--- config.mk ---
export PLATFORM = sky130hd
export DESIGN_NAME = gedt_isqrt
export DESIGN_NICKNAME = d
export VERILOG_FILES = /design/src/gedt_pkg.sv /design/src/gedt_isqrt.sv
export SDC_FILE = /design/constraint.sdc
export NUM_CORES = 1
export LEC_CHECK = 0
export BUFFER_PORTS_ARGS = -buffer_cell sky130_fd_sc_hd__buf_4
export CAP_MARGIN = 5
export CORE_ASPECT_RATIO = 1.4
export CORE_MARGIN = 2
export CORE_UTILIZATION = 66
export CTS_BUF_LIST = sky130_fd_sc_hd__clkbuf_4
export CTS_CLUSTER_DIAMETER = 60
export CTS_CLUSTER_SIZE = 30
export DETAILED_ROUTE_END_ITERATION = 7
export PLACE_DENSITY = 0.87
export REMOVE_ABC_BUFFERS = 1
export SYNTH_ARGS = -nofsm -noshare
export SYNTH_HDL_FRONTEND = slang
export SYNTH_SLANG_ARGS = --single-unit
--- constraint.sdc ---
create_clock -name clock -period 11.4 [get_ports clock]
set_input_delay 1.71 -clock clock [delete_from_list [all_inputs] [get_ports clock]]
set_output_delay 1.71 -clock clock [all_outputs]
set_load 0.01 [all_outputs]
--- src/gedt_pkg.sv ---
// Shared types and constants of the grid distance transform.
package gedt_pkg;

   // Grid geometry
   localparam int X_BITS    = 8;
   localparam int Y_BITS    = 8;
   localparam int ADDR_BITS = X_BITS + Y_BITS;
   localparam int DIM_BITS  = 9;
   localparam int CELLS     = 1 << ADDR_BITS;
   localparam int COLS      = 1 << X_BITS;

   // Arithmetic widths
   localparam int SQ_BITS   = 17;
   localparam int NUM_BITS  = 19;
   localparam int DEN_BITS  = 10;
   localparam int RES_BITS  = 24;
   localparam int DIST_BITS = 32;
   localparam int ROOT_BITS = 9;
   localparam int THR_BITS  = 8;
   localparam int CSR_BITS  = 24;

   localparam logic [DIM_BITS-1:0]  MAX_DIM  = 9'd256;
   localparam logic [SQ_BITS-1:0]   SQ_SAT   = 17'h1FFFF;
   localparam logic [DIST_BITS-1:0] DIST_SAT = 32'hFFFF_FFFF;

   // Register indexes
   typedef logic [1:0] csr_idx_type;
   localparam csr_idx_type CSR_GRID_WIDTH  = 2'd0;
   localparam csr_idx_type CSR_GRID_HEIGHT = 2'd1;
   localparam csr_idx_type CSR_THRESHOLD   = 2'd2;
   localparam csr_idx_type CSR_RESOLUTION  = 2'd3;

   // Commands
   localparam logic CMD_LOAD = 1'b0;
   localparam logic CMD_READ = 1'b1;

   // One envelope entry: vertex, its value and the left boundary as a fraction
   typedef struct packed {
      logic [X_BITS-1:0]          v;
      logic [SQ_BITS-1:0]         fv;
      logic signed [NUM_BITS-1:0] bn;
      logic [DEN_BITS-1:0]        bd;
   } env_entry_type;

   // Square root unit control
   typedef struct packed {
      logic               start;
      logic [SQ_BITS-1:0] value;
   } sqrt_req_type;

   typedef struct packed {
      logic                 done;
      logic [ROOT_BITS-1:0] root;
   } sqrt_rsp_type;

endpackage

--- src/gedt_isqrt.sv ---
// Iterative integer square root by digit recurrence; a new start restarts it even while busy.
module gedt_isqrt (
   input  logic                 clock,
   input  logic                 reset,
   input  gedt_pkg::sqrt_req_type req_in,
   output gedt_pkg::sqrt_rsp_type rsp_out
);

   logic                        busy_ff, busy_in;
   logic                        done_ff, done_in;
   logic [gedt_pkg::SQ_BITS:0]  rem_ff, rem_in;
   logic [gedt_pkg::SQ_BITS:0]  res_ff, res_in;
   logic [gedt_pkg::SQ_BITS:0]  bit_ff, bit_in;
   logic [gedt_pkg::SQ_BITS:0]  trial;

   // Step the digit recurrence until the lowest bit is consumed
   always_comb begin
      trial   = res_ff + bit_ff;
      busy_in = busy_ff;
      done_in = 1'b0;
      rem_in  = rem_ff;
      res_in  = res_ff;
      bit_in  = bit_ff;
      if (req_in.start) begin
         busy_in = 1'b1;
         rem_in  = {1'b0, req_in.value};
         res_in  = '0;
         bit_in  = (gedt_pkg::SQ_BITS+1)'(1) << (gedt_pkg::SQ_BITS - 1);
      end else if (busy_ff) begin
         if (rem_ff >= trial) begin
            rem_in = rem_ff - trial;
            res_in = (res_ff >> 1) + bit_ff;
         end else begin
            res_in = res_ff >> 1;
         end
         bit_in = bit_ff >> 2;
         if (bit_ff[0]) begin
            busy_in = 1'b0;
            done_in = 1'b1;
         end
      end
   end

   always_ff @(posedge clock) begin
      if (reset) begin
         busy_ff <= 1'b0;
         done_ff <= 1'b0;
      end else begin
         busy_ff <= busy_in;
         done_ff <= done_in;
      end
      rem_ff <= rem_in;
      res_ff <= res_in;
      bit_ff <= bit_in;
   end

   assign rsp_out.done = done_ff;
   assign rsp_out.root = res_ff[gedt_pkg::ROOT_BITS-1:0];

endmodule
==> qor.txt <==
Antenna Cells - 0
CP max-delay cell - a221oi_4
GR Util All Layers - 26.8%
synthesized cell area - 3550 um2
Crit path max-delay family - compound AO/OA/AOI/OAI gates
final hold slack - 0.519 ns
initial drt markers - 265
# IOs - 30
final setup fails - 0
Worst Skew - 0.00732 ns
worst slack, placed - 6.15 ns
Worst Hold Class - flip-flop to flip-flop
Peak supply drop - 0.122 mV
DRC Markers - 0
antenna violations before repair - 0
nets - 477
Max stage delay on crit path - 0.87 ns
most frequent CP cell - a31oi_1
Initial Utilization - 68.3%
CP arrival - 5.25 ns
Die W - 66 um
Synth warnings - 0
vias in the first global route - 2888
Post-synth EDFFs - 17
ANT nets after route - 0
Post-CTS Setup Bufs - 0
Crit path buffers/inverters - 0
Critical Path Fanout Max - 28
clk sinks - 47
PortBufs - 29
count leader, synth - ha_1
TNS Setup - 0 ns
Sequential Area - 1110 um2
Max Fclk - 0.189 GHz
Leak - 1.58 nW
Die ar. - 5990 um2
Initial DRT Pass Iterations - 8
Core Rows - 31
Top FF cell, synth - dfxtp_1
worst-margin pin slew - 1.03 ns
grt ovf - 0
crit start category - flip-flop
crit path kind - flip-flop to flip-flop
RSZ-0062 raised after global routing - false
clk_lat worst skew - 0.37 ns
layout cell share with drive strength beyond 1 - 10.7%
max-cap violations - 0
multi-input logic area - 2270 um2
Synth top cells by count - ha_1 (38), o21ai_0 (36), nor2_1 (35)
via count - 3013
CP Cell Sequence - ha_1, a31oi_1, o21bai_1, a31o_2, a31oi_1, o21ai_0, a31o_2, a31oi_1, xor2_1, ha_1, o21a_1, nor3b_1, a221oi_4, nand2b_1, nand2b_1
post-DR wirelength/cell - 15.9 um
power per cell area - 208 nW/um2
post-synth cell types - 44
post-CTS sizing - 0
clock tree buffer depth - 2
core footprint - 5200 um2
first-pass GRT wire length - 12800 um
Slew Limit Headroom - 31.5%
CTS Buf Count - 5
CP endpoint kind - flip-flop
CTS tree - built
H-tree depth - 2
register area share after synthesis - 31.3%
clock transition at the registers of the reported paths - 0.14 ns
die height - 90.8 um
vias per inst - 6.21
final core utilization - 73.2%
fin crit period - 5.29 ns
Final period util - 46.4%
post-synth top area share - 16.9%
Area Overhead vs Synth - 7.08%
post-DP HPWL - 5620 um
asr flop ratio synth - 0%
CP required - 11.35 ns
post-synth top area cell - dfxtp_1
Slew Limit Fails - 0
top post-synthesis cells by area - dfxtp_1 (17%), edfxtp_1 (14%), ha_1 (13%), o21ai_0 (5.1%), xnor2_1 (4.9%)
largest net degree at the start of global routing - 65
Root Buffer - clkbuf_4
final hold violation count - 0
Syn Area/Cell - 8.79 um2
GP Congestion - 0.906
synthesized flop and latch total - 47
setup ws final - 6.11 ns
total power - 0.791 mW
final WL - 7720 um
status - finished, final reports clean
fill cell instance count of the final layout - 403
Gate Count Post-Synth - 404
CTS Hold Bufs - 0
==> metrics by stage <==
stage	std cells	area (um2)
final	485	3800
after global routing	485	3800
after CTS	485	3800
after detailed placement	477	3730
after global placement	477	3730
after floorplan	381	3420
==> power by group <==
group / internal [mW] / switching, mW / leakage (nW)
combinational: 0.185 / 0.255 / 1.12
sequential: 0.224 / 0.0266 / 0.415
clock: 0.0452 / 0.0557 / 0.0426
total: 0.454 / 0.337 / 1.58
==> cell usage in the layout, fill, tap and decap left out, types with 6 or more instances in the layout <==
| master | count |
|---|---|
| a21o_1 | 14 |
| ha_1 | 38 |
| mux2i_1 | 10 |
| xor2_1 | 17 |
| xnor2_1 | 20 |
| buf_4 | 30 |
| nand3_1 | 6 |
| dfxtp_1 | 30 |
| a21oi_1 | 29 |
| inv_1 | 9 |
| nand2_1 | 34 |
| a211oi_1 | 6 |
| o21ai_0 | 36 |
| a31oi_1 | 14 |
| o21bai_1 | 10 |
| edfxtp_1 | 17 |
| nor2_1 | 35 |
==> path summary, 6_finish.rpt <==
| check | cells past startpoint | from | end | slack [ns] |
|---|---|---|---|---|
| worst max-delay path | 15 | res_ff[2] | rem_ff[6] | 6.11 |
| worst min-delay path | 2 | rem_ff[17] | rem_ff[17] | 0.52 |
| worst max register to register | 15 | res_ff[2] | rem_ff[6] | 6.11 |
| worst min register to register | 2 | rem_ff[17] | rem_ff[17] | 0.52 |
==> sequential cells by signal, indices dropped and copies added, names as in the netlist <==
register,flops
busy_ff,1
done_ff,1
bit_ff,9
rem_ff,18
res_ff,18
==> worst register-to-register path, stage by stage (launching register included) <==
cell	delay, ns
dfxtp_1	0.47
ha_1	0.31
a31oi_1	0.29
o21bai_1	0.16
a31o_2	0.28
a31oi_1	0.29
o21ai_0	0.19
a31o_2	0.30
a31oi_1	0.21
xor2_1	0.17
ha_1	0.28
o21a_1	0.16
nor3b_1	0.18
a221oi_4	0.87
nand2b_1	0.25
nand2b_1	0.47
==> kinds of logic (layout without fill, tap and decap cells) <==
kind of cell	after synthesis	count (layout)	synth area share (%)
XOR/XNOR	37	37	9.12
multiplexers	11	11	3.13
AO/OA/AOI/OAI	137	137	24.9
adder cells (fa/ha/maj)	39	39	13.9
AND/OR/NAND/NOR	101	101	12.9
flip-flops	47	47	31.3
buffers and inverters	32	47	4.68
==> layout make-up <==
type / count / area share [%]
flip-flops and latches: 47 / 29.2
inverters: 9 / 0.888
well taps: 66 / 2.17
repair buffers: 30 / 5.92
clock inverters: 3 / 1.02
clock buffers: 5 / 0.987
multi-input cells: 325 / 59.8
==> per-layer routing <==
metal  part of all wire (%)  track usage (%)  vias to the layer above
met5                      0                0                        -
met4                    2.0             9.01                        0
met3                    3.4             3.74                       13
met2                     50             46.8                       62
met1                     44             33.0                     1429
li1                       -                -                     1509
Power figures use the tool's default switching activity.
